**src/hw/rtl/pgw_pkg.sv**
```systemverilog
// Shared types and constants for the four-level page table walker.
`timescale 1ns / 1ps
`default_nettype none

package pgw_pkg;

  localparam int unsigned VA_BITS   = 48;
  localparam int unsigned ADDR_BITS = 48;
  localparam int unsigned Q_DEPTH   = 2;
  localparam int unsigned Q_PTR_W   = $clog2(Q_DEPTH);
  localparam int unsigned Q_CNT_W   = $clog2(Q_DEPTH + 1);

  // Entry bit positions.
  localparam int unsigned PRESENT_BIT = 0;
  localparam int unsigned LARGE_BIT   = 7;

  // Input beat kinds.
  localparam logic REQ_TRANSLATE = 1'b0;
  localparam logic REQ_RESPONSE  = 1'b1;

  // Output beat kinds.
  localparam logic KIND_READ = 1'b0;
  localparam logic KIND_DONE = 1'b1;

  typedef struct packed {
    logic        req_type;
    logic [63:0] table_base;
    logic [63:0] virt_addr;
    logic [63:0] entry_data;
    logic        read_error;
  } in_beat_t;

  typedef struct packed {
    logic                 out_kind;
    logic [ADDR_BITS-1:0] out_address;
    logic                 fault;
  } out_beat_t;

  // Classified operation handed from the front to the back.
  typedef enum logic [1:0] {
    OP_FAULT = 2'd0,
    OP_START = 2'd1,
    OP_RESP  = 2'd2
  } op_e;

  typedef struct packed {
    op_e                op;
    logic [63:0]        data;
    logic [VA_BITS-1:0] vaddr;
    logic               rd_err;
  } work_t;

  typedef struct packed {
    logic full;
    logic empty;
  } q_stat_t;

  // Walk state: idle, or waiting for the entry of one of the four levels.
  typedef enum logic [4:0] {
    ST_IDLE = 5'b00001,
    ST_L0   = 5'b00010,
    ST_L1   = 5'b00100,
    ST_L2   = 5'b01000,
    ST_L3   = 5'b10000
  } state_e;

endpackage

`default_nettype wire

```
**src/hw/rtl/pgw_front.sv**
```systemverilog
// Front end: classifies each input beat into an operation for the walk engine.
`timescale 1ns / 1ps
`default_nettype none

module pgw_front (
  input  pgw_pkg::in_beat_t beat_i,
  output pgw_pkg::work_t    work_o
);

  always_comb begin
    work_o.vaddr  = beat_i.virt_addr[pgw_pkg::VA_BITS-1:0];
    work_o.rd_err = beat_i.read_error;
    if (beat_i.req_type == pgw_pkg::REQ_TRANSLATE) begin
      work_o.data = beat_i.table_base;
      // A zero base or a zero address faults at once without a walk.
      if ((beat_i.table_base == 64'd0) || (beat_i.virt_addr == 64'd0)) begin
        work_o.op = pgw_pkg::OP_FAULT;
      end else begin
        work_o.op = pgw_pkg::OP_START;
      end
    end else begin
      work_o.data = beat_i.entry_data;
      work_o.op   = pgw_pkg::OP_RESP;
    end
  end

endmodule

`default_nettype wire

```
**src/hw/rtl/pgw_queue.sv**
```systemverilog
// Short FIFO that decouples the classifying front from the walk engine.
`timescale 1ns / 1ps
`default_nettype none

module pgw_queue (
  input  logic              clk_i,
  input  logic              rst_ni,
  input  logic              push_i,
  input  pgw_pkg::work_t    push_data_i,
  input  logic              pop_i,
  output pgw_pkg::work_t    pop_data_o,
  output pgw_pkg::q_stat_t  stat_o
);

  pgw_pkg::work_t                    mem_q [pgw_pkg::Q_DEPTH];
  logic [pgw_pkg::Q_PTR_W-1:0]       wr_ptr_q, wr_ptr_d;
  logic [pgw_pkg::Q_PTR_W-1:0]       rd_ptr_q, rd_ptr_d;
  logic [pgw_pkg::Q_CNT_W-1:0]       count_q, count_d;

  localparam logic [pgw_pkg::Q_PTR_W-1:0] LastPtr = pgw_pkg::Q_PTR_W'(pgw_pkg::Q_DEPTH - 1);
  localparam logic [pgw_pkg::Q_CNT_W-1:0] FullCnt = pgw_pkg::Q_CNT_W'(pgw_pkg::Q_DEPTH);

  assign stat_o.full  = (count_q == FullCnt);
  assign stat_o.empty = (count_q == '0);
  assign pop_data_o   = mem_q[rd_ptr_q];

  always_comb begin
    wr_ptr_d = wr_ptr_q;
    rd_ptr_d = rd_ptr_q;
    count_d  = count_q;
    if (push_i) begin
      wr_ptr_d = (wr_ptr_q == LastPtr) ? '0 : wr_ptr_q + 1'b1;
    end
    if (pop_i) begin
      rd_ptr_d = (rd_ptr_q == LastPtr) ? '0 : rd_ptr_q + 1'b1;
    end
    if (push_i && !pop_i) begin
      count_d = count_q + 1'b1;
    end else if (pop_i && !push_i) begin
      count_d = count_q - 1'b1;
    end
  end

  always_ff @(posedge clk_i or negedge rst_ni) begin
    if (!rst_ni) begin
      wr_ptr_q <= '0;
      rd_ptr_q <= '0;
      count_q  <= '0;
    end else begin
      wr_ptr_q <= wr_ptr_d;
      rd_ptr_q <= rd_ptr_d;
      count_q  <= count_d;
    end
  end

  always_ff @(posedge clk_i) begin
    if (push_i) begin
      mem_q[wr_ptr_q] <= push_data_i;
    end
  end

endmodule

`default_nettype wire

```
**src/hw/rtl/pgw_back.sv**
```systemverilog
// Walk engine: holds the walk state, forms entry and page addresses, drives the output register.
`timescale 1ns / 1ps
`default_nettype none

module pgw_back #(
  parameter int unsigned PHYS_ADDR_BITS = 48
) (
  input  logic               clk_i,
  input  logic               rst_ni,
  input  pgw_pkg::work_t     work_i,
  input  logic               take_i,
  output logic               ready_o,
  output logic               out_valid_o,
  input  logic               out_stall_i,
  output pgw_pkg::out_beat_t out_beat_o
);

  localparam logic [63:0] PhysMask = (64'd1 << PHYS_ADDR_BITS) - 64'd1;

  pgw_pkg::state_e                state_q, state_d;
  logic [pgw_pkg::VA_BITS-1:0]    vaddr_q, vaddr_d;
  logic                           out_valid_q, out_valid_d;
  pgw_pkg::out_beat_t             out_q, res;
  logic                           emit;
  logic [63:0]                    frame_full;
  logic [pgw_pkg::ADDR_BITS-1:0]  frame;

  assign ready_o     = !out_valid_q || !out_stall_i;
  assign out_valid_o = out_valid_q;
  assign out_beat_o  = out_q;

  assign frame_full = work_i.data & PhysMask;
  assign frame      = frame_full[pgw_pkg::ADDR_BITS-1:0];

  always_comb begin
    state_d         = state_q;
    vaddr_d         = vaddr_q;
    emit            = 1'b0;
    res.out_kind    = pgw_pkg::KIND_READ;
    res.out_address = '0;
    res.fault       = 1'b0;
    if (take_i) begin
      unique case (work_i.op)
        pgw_pkg::OP_FAULT: begin
          emit         = 1'b1;
          res.out_kind = pgw_pkg::KIND_DONE;
          res.fault    = 1'b1;
          state_d      = pgw_pkg::ST_IDLE;
        end
        pgw_pkg::OP_START: begin
          emit            = 1'b1;
          state_d         = pgw_pkg::ST_L0;
          vaddr_d         = work_i.vaddr;
          res.out_address = {frame[47:12], work_i.vaddr[47:39], 3'b000};
        end
        pgw_pkg::OP_RESP: begin
          if (state_q != pgw_pkg::ST_IDLE) begin
            emit = 1'b1;
            priority if (work_i.rd_err || !work_i.data[pgw_pkg::PRESENT_BIT]) begin
              res.out_kind = pgw_pkg::KIND_DONE;
              res.fault    = 1'b1;
              state_d      = pgw_pkg::ST_IDLE;
            end else if ((state_q == pgw_pkg::ST_L1) && work_i.data[pgw_pkg::LARGE_BIT]) begin
              res.out_kind    = pgw_pkg::KIND_DONE;
              res.out_address = {frame[47:30], vaddr_q[29:0]};
              state_d         = pgw_pkg::ST_IDLE;
            end else if ((state_q == pgw_pkg::ST_L2) && work_i.data[pgw_pkg::LARGE_BIT]) begin
              res.out_kind    = pgw_pkg::KIND_DONE;
              res.out_address = {frame[47:21], vaddr_q[20:0]};
              state_d         = pgw_pkg::ST_IDLE;
            end else if (state_q == pgw_pkg::ST_L3) begin
              res.out_kind    = pgw_pkg::KIND_DONE;
              res.out_address = {frame[47:12], vaddr_q[11:0]};
              state_d         = pgw_pkg::ST_IDLE;
            end else begin
              unique case (state_q)
                pgw_pkg::ST_L0: begin
                  state_d         = pgw_pkg::ST_L1;
                  res.out_address = {frame[47:12], vaddr_q[38:30], 3'b000};
                end
                pgw_pkg::ST_L1: begin
                  state_d         = pgw_pkg::ST_L2;
                  res.out_address = {frame[47:12], vaddr_q[29:21], 3'b000};
                end
                default: begin
                  state_d         = pgw_pkg::ST_L3;
                  res.out_address = {frame[47:12], vaddr_q[20:12], 3'b000};
                end
              endcase
            end
          end
        end
        default: begin
          emit = 1'b0;
        end
      endcase
    end
  end

  always_comb begin
    out_valid_d = out_valid_q;
    if (out_valid_q && !out_stall_i) begin
      out_valid_d = 1'b0;
    end
    if (take_i && emit) begin
      out_valid_d = 1'b1;
    end
  end

  always_ff @(posedge clk_i or negedge rst_ni) begin
    if (!rst_ni) begin
      state_q     <= pgw_pkg::ST_IDLE;
      out_valid_q <= 1'b0;
    end else begin
      state_q     <= state_d;
      out_valid_q <= out_valid_d;
    end
  end

  always_ff @(posedge clk_i) begin
    vaddr_q <= vaddr_d;
    if (take_i && emit) begin
      out_q <= res;
    end
  end

endmodule

`default_nettype wire

```
**src/hw/rtl/four_level_page_table_walker.sv**
```systemverilog
// Top level of the four-level page table walker.
`timescale 1ns / 1ps
`default_nettype none

// Four-level page table walker for x86-64 style tables with 4 KB, 2 MB and 1 GB
// pages. A translate beat (req_type 0) carries the table base and the virtual
// address; the walker answers with an entry read beat (out_kind 0) that names
// the PML4 entry address. Each response beat (req_type 1) that carries the
// entry, or a read error, moves the walk one level down and produces either the
// next entry read beat or a finished beat (out_kind 1) with the translated
// address. A clear present bit, a read error, or a zero base or virtual address
// finishes with address 0 and fault set. A large-page bit at the PDPT or PD
// level finishes with a 1 GB or 2 MB page. A translate beat during a walk drops
// that walk and starts the new one; a response beat with no walk in progress is
// consumed and gives no result. Every input beat produces at most one output
// beat, in order. The block takes one beat per clock cycle and returns one beat
// per cycle while the output is not stalled: a front classifier writes into a
// two-entry queue, and the walk engine reads one queued beat a cycle into the
// output register, so each result passes through the queue and then the output
// register before it is offered.
// The walk engine's output register sets the rate; it keeps running while the
// output is free or being taken, and the queue absorbs input while the output
// is stalled. PHYS_ADDR_BITS (36 to 52) sets which entry and base bits form a
// physical frame; output addresses are always 48 bits wide.
module four_level_page_table_walker #(
  parameter int unsigned PHYS_ADDR_BITS = 48
) (
  input  logic               clk_i,
  input  logic               rst_ni,
  input  logic               in_valid_i,
  output logic               in_stall_o,
  input  pgw_pkg::in_beat_t  in_beat_i,
  output logic               out_valid_o,
  input  logic               out_stall_i,
  output pgw_pkg::out_beat_t out_beat_o
);

  pgw_pkg::work_t   front_work;
  pgw_pkg::work_t   queue_work;
  pgw_pkg::q_stat_t q_stat;
  logic             push;
  logic             pop;
  logic             back_ready;

  // The input is stalled only while the queue is full.
  assign in_stall_o = q_stat.full;
  assign push       = in_valid_i && !q_stat.full;
  assign pop        = !q_stat.empty && back_ready;

  pgw_front u_front (
    .beat_i (in_beat_i),
    .work_o (front_work)
  );

  pgw_queue u_queue (
    .clk_i       (clk_i),
    .rst_ni      (rst_ni),
    .push_i      (push),
    .push_data_i (front_work),
    .pop_i       (pop),
    .pop_data_o  (queue_work),
    .stat_o      (q_stat)
  );

  pgw_back #(
    .PHYS_ADDR_BITS (PHYS_ADDR_BITS)
  ) u_back (
    .clk_i       (clk_i),
    .rst_ni      (rst_ni),
    .work_i      (queue_work),
    .take_i      (pop),
    .ready_o     (back_ready),
    .out_valid_o (out_valid_o),
    .out_stall_i (out_stall_i),
    .out_beat_o  (out_beat_o)
  );

endmodule

`default_nettype wire

```
**config.mk**
```make
export PLATFORM = sky130hd
export DESIGN_NAME = four_level_page_table_walker
export DESIGN_NICKNAME = d
export VERILOG_FILES = /design/src/hw/rtl/pgw_pkg.sv /design/src/hw/rtl/pgw_front.sv /design/src/hw/rtl/pgw_queue.sv /design/src/hw/rtl/pgw_back.sv /design/src/hw/rtl/four_level_page_table_walker.sv
export SDC_FILE = /design/constraint.sdc
export NUM_CORES = 1
export LEC_CHECK = 0
export BUFFER_PORTS_ARGS = -buffer_cell sky130_fd_sc_hd__buf_2
export CAP_MARGIN = 20
export CORE_ASPECT_RATIO = 1.4
export CORE_MARGIN = 1.5
export CORE_UTILIZATION = 40
export CTS_CLUSTER_DIAMETER = 60
export DETAILED_ROUTE_END_ITERATION = 8
export SKIP_LAST_GASP = 1
export SYNTH_ARGS = -nofsm -noshare
export SYNTH_HDL_FRONTEND = slang
export SYNTH_SLANG_ARGS = --single-unit
export TNS_END_PERCENT = 20
```
**constraint.sdc**
```tcl
create_clock -name clk_i -period 16.22 [get_ports clk_i]
set_input_delay 2.433 -clock clk_i [delete_from_list [all_inputs] [get_ports clk_i]]
set_output_delay 2.433 -clock clk_i [all_outputs]
set_load 0.02 [all_outputs]
```
## Word level (Yosys, flattened, before mapping)

Memories as Yosys holds them, arrays and structs flattened.
Index checks and enable logic that the tools add are counted.

| word-level totals | value |
|---|---|
| flip-flop bits (word level) | 99 |
| bits in writable memories | 230 |
| input bits | 198 |
| logic and storage cells | 83 |
| memories kept | 1 |

Memories:

| name | words | bits a word | rd ports | clocked after memory_dff | write ports | RTL line | source |
|---|---|---|---|---|---|---|---|
| u_queue.mem_q | 2 | 115 | 1 | 0 | 1 | pgw_queue.sv:15 | `pgw_pkg::work_t mem_q [pgw_pkg::Q_DEPTH];` |

| cells by class | value |
|---|---|
| $add $sub $neg | 4 |
| equality and inequality tests | 9 |
| multiplexer cells | 32 |
| reductions and logical operators | 28 |

Operators by type and width:

| kind | count |
|---|---|
| 64-bit logical NOT | 2 |
| 49-bit two-way mux | 2 |
| 48-bit one-hot mux with 2 select lines | 1 |
| 66-bit two-way mux | 1 |
| 50-bit two-way mux | 1 |
| 48-bit two-way mux | 1 |
| 5-bit two-way mux | 5 |
| 12-bit one-hot mux with 2 select lines | 1 |
| 5-bit one-hot mux with 3 select lines | 1 |
| 1-bit two-way mux | 12 |
| 12-bit two-way mux | 1 |
| 5-bit one-hot mux with 2 select lines | 1 |
| 1-bit logical AND | 8 |
| 1-bit logical NOT | 7 |
| 1-bit one-hot mux with 2 select lines | 3 |
| 5-bit by 2-bit == test with 1-bit output, second input constant | 1 |
| 5-bit by 3-bit == test with 1-bit output, second input constant | 1 |
| 5-bit by 4-bit == test with 1-bit output, second input constant | 1 |
| 5-bit == test, second input constant | 1 |
| 5-bit by 1-bit != test with 1-bit output, second input constant | 1 |
| 2-bit == test, second input constant | 2 |
| 2-bit logical NOT | 2 |
| 2-bit two-way mux | 2 |
| 2-bit nonzero test | 2 |
| other kinds (10) | 13 |

## Logic depth before layout (Yosys ltp)

| logic depth | value |
|---|---|
| depth after elaboration | 8 |
| depth in mapped cells | 10 |
| mapped depth without buffers | 8 |

## By module

A second synthesis with hierarchy kept.

| unflattened totals | value |
|---|---|
| cell total of the unflattened synthesis | 787 |
| area total of the unflattened synthesis | 14088.5 µm² |

By module, submodules not included:

| module | times used | cells an instance | area each (µm²) | sequential area each (µm²) |
|---|---|---|---|---|
| pgw_queue | 1 | 374 | 8640.8 | 7006.7 |
| pgw_back | 1 | 247 | 4002.6 | 2824.0 |
| pgw_front | 1 | 164 | 1417.6 | 0.0 |
| four_level_page_table_walker | 1 | 2 | 27.5 | 0.0 |

## Least setup slack after synthesis

No wires, ideal clock.

| path | value |
|---|---|
| kind | in2reg |
| start point | input out_stall_i |
| end point | register u_back.out_q, in the netlist u_back.out_beat_o[0], enable pin |
| setup time | 0.536 ns |
| arrival | 6.415 ns |
| required time | 15.684 ns |
| setup slack | 9.269 ns |
| stages on the path | 2 |
| path buffers | 0 |
| cells stage by stage | o2bb2ai_2 > a211oi_1 |

| between the ends | value |
|---|---|
| word-level cells in the longest chain between the ends | 5 |

RTL lines:

| what | RTL line | source |
|---|---|---|
| start: declaration | four_level_page_table_walker.sv:34 | `input logic out_stall_i,` |
| 1-bit logical NOT * | pgw_back.sv:28 | `assign ready_o = !out_valid_q \|\| !out_stall_i;` |
| 1-bit logical OR * | pgw_back.sv:28 |  |
| 1-bit logical AND * | four_level_page_table_walker.sv:48 | `assign pop = !q_stat.empty && back_ready;` |
| 1-bit two-way mux | pgw_back.sv:42 | `if (take_i) begin` |
| 1-bit logical AND * | pgw_back.sv:122 | `if (take_i && emit) begin` |
| end signal: assignment | pgw_back.sv:123 | `out_q <= res;` |
| end: declaration | pgw_back.sv:23 | `pgw_pkg::out_beat_t out_q, res;` |

Mark *: on every way between the ends. The rest lies on a longest branch, timed or not.
A chain may end at the register's enable or synchronous reset.

## Worst setup path in the final report

| path | value |
|---|---|
| start point | input out_stall_i |
| end point | register u_back.out_q, in the netlist u_back.out_beat_o[11] (data pin) |

| between the ends | value |
|---|---|
| word-level cells in the longest chain between the ends | 3 |

RTL lines:

| what | RTL line |
|---|---|
| 1-bit logical NOT | pgw_back.sv:28 |
| 1-bit logical OR | pgw_back.sv:28 |
| 1-bit logical AND | four_level_page_table_walker.sv:48 |

No other way between the ends.

==> qor.csv <==
stage,metric,value,unit
synthesis,synth_area,11300,um2
clock_tree,cts_tree,yes,
hold_path,hold-path-cell-count,1,
floorplan,row_count,72,
floorplan,die_area,29200,um2
clock_tree,cts.clk_slew.worst_paths,0.06,ns
floorplan,io_pins,250,
synthesis,synth-edff-count,267,
power_and_ir_drop,power.share.clock,0.253,
sta,period_share,0.243,
sta,skew,0.00868,ns
hold_path,worstHoldStart,u_queue.count_q[1],
worst_setup_path,crit_buf_inv,1,
global_routing,grt_max_degree,57,
synthesis,synth_cells,667,
cells_and_area,final_area,13700,um2
clock_tree,cts_setup_buffers,0,
synthesis,yosysTopAreaCell,edfxtp_1,
synthesis,synthSimpleGateAreaFrac,0.0769,
detailed_routing,drt-total-wl,24400,um
clock_tree,holdBufCountCts,0,
cells_and_area,final_nets,1102,
clock_tree,numCtsBuffers,27,
worst_setup_path,timing.rr.start,u_queue.rd_ptr_q,
sta,rsz0062_at_grt,no,
detailed_routing,via_per_inst,5.06,
sta,setup-tns-final,0,ns
hold_path,hold_path_class,reg -> reg,
detailed_routing,drc,0,
power_and_ir_drop,power.internal,1.62,mW
placement,numPortBuffers,223,
floorplan,die_w,145,um
worst_setup_path,start_kind,input port,
worst_setup_path,worstPathMaxFanout,12,
worst_setup_path,critical_path_class,in -> reg,
synthesis,synth_area_leaders,"edfxtp_1 71%, mux2_2 9.7%, mux2i_1 2.5%",
global_routing,antenna_found_initial,0,
clock_tree,clock_latency,0.52,ns
run_status,status,completed,
cells_and_area,drive_gt1_frac,0.425,
detailed_routing,num_vias,6511,
placement,placed_area,12800,um2
clock_tree,cts_resized,0,
power_and_ir_drop,pwr-share-comb,0.262,
power_and_ir_drop,leakagePower,5.02,nW
sta,tightest_slew,0.931,ns
synthesis,synth.most_common_cell,edfxtp_1,
worst_setup_path,r2r_cells,7,
worst_setup_path,path_delay_family,simple AND/OR/NAND/NOR gates,
global_routing,grtUsageTotal,0.164,
power_and_ir_drop,p_total,2.35,mW
power_and_ir_drop,p_seq_frac,0.485,
synthesis,ys.flop_type,edfxtp_1,
cells_and_area,stdcell_count,1287,
detailed_routing,wl_per_cell,19.0,um
global_routing,grt_remaining_overflow,0,
cells_and_area,diodes,0,
floorplan,start_util,0.408,
worst_setup_path,required,16.57,ns
clock_tree,cts.sinks,277,
synthesis,ys_warn_count,0,
cells_and_area,finalCoreUtilization,0.494,
sta,relSlewSlack,0.379,
synthesis,synth_top_area_frac,0.711,
clock_tree,htreeDepth,1,
clock_tree,cts-root-buf,clkbuf_16,
floorplan,fp.dieH,202,um
worst_setup_path,cpMaxStageDelayCell,or3_1,
placement,dp_cells,1240,
floorplan,core_area,27700,um2
worst_setup_path,r2r_slack,12.70,ns
worst_setup_path,cp-end-kind,flop,
global_routing,grt_pass1_wl,36700,um
synthesis,synth_xor_area_frac,0.00466,
power_and_ir_drop,p_switching,0.732,mW
synthesis,yosysSeqAreaShare,0.733,
synthesis,syn_avg_cell_area,16.9,um2
synthesis,synth_mux_area_frac,0.122,
synthesis,synth_commonest_cells,"267 x edfxtp_1, 97 x mux2_2, 49 x nor2_1, 36 x nor4_1, 28 x mux2i_1",
detailed_routing,drtAntennaViolNets,0,
sta,timing.fmax,254,MHz
synthesis,ys_types,49,
power_and_ir_drop,powerDensity,172,nW/um2
synthesis,synth_top_family_by_area,multiplexers,
synthesis,ys_ff_latch,277,
worst_setup_path,crit_path_cell_trace,"buf_2, o2bb2ai_2, or2_1, or3_1, o31ai_2",
placement,gp_congestion,0.820,
power_and_ir_drop,p_sw_frac,0.311,
worst_setup_path,arrival,4.29,ns
synthesis,async_reset_ff_frac,0.0361,
detailed_routing,drt_first_iter_violations,309,
sta,finalHoldViolCount,0,
clock_tree,clockBufferDepth,3,
worst_setup_path,cp_slowest_stage_delay,0.69,ns
hold_path,holdPathEnd,u_queue.count_q[1],
sta,finalCriticalPeriod,3.93,ns
global_routing,grt_pass1_vias,6568,
cells_and_area,area_growth,21.1,%
placement,dpl.hpwl,17200,um
worst_setup_path,r2r-end,u_back.out_beat_o[38],
sta,report.final.slew_viol_count,0,
power_and_ir_drop,ir_drop,88.0,uV
synthesis,synth_fa_ha_area_frac,0.00554,
flow_run,cap_violations,0,
detailed_routing,drt-pass1-iter-count,7,
sta,setup_viol,0,
synthesis,synth_compound_area_frac,0.0441,
synthesis,syn-num-nets,870,
-- metrics by stage --
step	worst slack [ns]	hold WS (ns)
after floorplan	9.27	0.461
after global placement	11.75	0.496
after CTS	12.26	0.516
final	12.29	0.514
after global routing	12.17	0.537
after detailed placement	11.70	0.506
-- final cells by class --
class                   count  area [um2]
fillers                  2391       14000
repair buffers            229        1180
clock inverters            11         111
clock buffers              36         729
multi-input cells         357        2890
inverters                   7        26.3
flip-flops and latches    277        8270
well taps                 370         463
-- flip-flops by register name, summed over array words and instances (netlist names) --
register / cells
u_back.out_valid_o: 1
u_back.vaddr_q: 39
u_queue.count_q: 2
u_back.state_q: 5
u_queue.rd_ptr_q: 1
u_queue.mem_q: 178
u_queue.wr_ptr_q: 1
u_back.out_beat_o: 50
-- layer usage --
| layer | vias up | GRT usage | share of wire |
|---|---|---|---|
| met5 | - | 0 | 0 |
| met4 | 0 | 0.0538 | 0.027 |
| met3 | 46 | 0.0245 | 0.051 |
| met2 | 231 | 0.306 | 0.53 |
| met1 | 3134 | 0.192 | 0.39 |
| li1 | 3100 | - | - |
-- how the worst max path moves through the flow --
stage | start | slack (ns) | end | cells past startpoint
floorplan | out_stall_i | 9.27 | u_back.out_beat_o[0] | 2
global placement | out_stall_i | 11.75 | u_back.out_beat_o[3] | 6
detailed placement | out_stall_i | 11.70 | u_back.out_beat_o[11] | 5
CTS | out_stall_i | 12.26 | u_back.out_beat_o[11] | 5
global route | out_stall_i | 12.17 | u_back.out_beat_o[2] | 6
finish | out_stall_i | 12.29 | u_back.out_beat_o[11] | 5
-- power groups by stage --
stage / registers (mW) / logic [mW] / clock network, mW
final: 1.14 / 0.615 / 0.595
after global placement: 1.16 / 0.617 / 0
after CTS: 1.15 / 0.631 / 0.612
after detailed placement: 1.16 / 0.628 / 0
after global routing: 1.16 / 0.669 / 0.636
after floorplan: 1.19 / 0.384 / 0
-- worst reg2reg max path, cell delays in order, from the launching register on --
cell and delay, ns:
dfrtp_4 0.96, mux2_2 0.49, ha_1 0.30, nor4bb_4 0.19, a41oi_4 0.40, nor2_1 0.09
o21ai_2 0.66, nor2_1 0.15
-- cells by family (layout without fill, tap and decap cells) --
logic type | Yosys count | count (layout)
DFF | 277 | 277
and+or+nand+nor | 163 | 163
muxes | 125 | 125
AOI/OAI and AO/OA | 58 | 58
buffers and inverters | 33 | 283
xor gates and xnor gates | 6 | 6
adders and majority gates | 5 | 5
-- cells in the final DEF (no fill, tap or decap), types with 3 or more instances in the layout --
master / synthesis / layout
buf_4: 0 / 5
o31ai_2: 10 / 10
nor2_4: 1 / 3
edfxtp_1: 267 / 267
buf_2: 10 / 223
nor4_1: 36 / 36
mux2i_1: 28 / 28
dfrtp_1: 9 / 8
clkbuf_16: 0 / 27
and2_1: 3 / 3
nor2_1: 49 / 47
nand2_1: 25 / 25
mux2_2: 97 / 97
xor2_1: 3 / 3
clkbuf_1: 7 / 7
xnor2_1: 3 / 3
nand3_1: 12 / 12
o21ai_0: 12 / 12
inv_1: 7 / 7
ha_1: 5 / 5
and3_1: 12 / 11
clkinv_2: 0 / 4
clkinv_1: 0 / 4
nand4_1: 8 / 8
nand2b_1: 5 / 5
a22oi_1: 9 / 9
a32oi_1: 10 / 10
o21ai_1: 3 / 3
nor3_1: 3 / 3
Power figures use the tool's default switching activity.
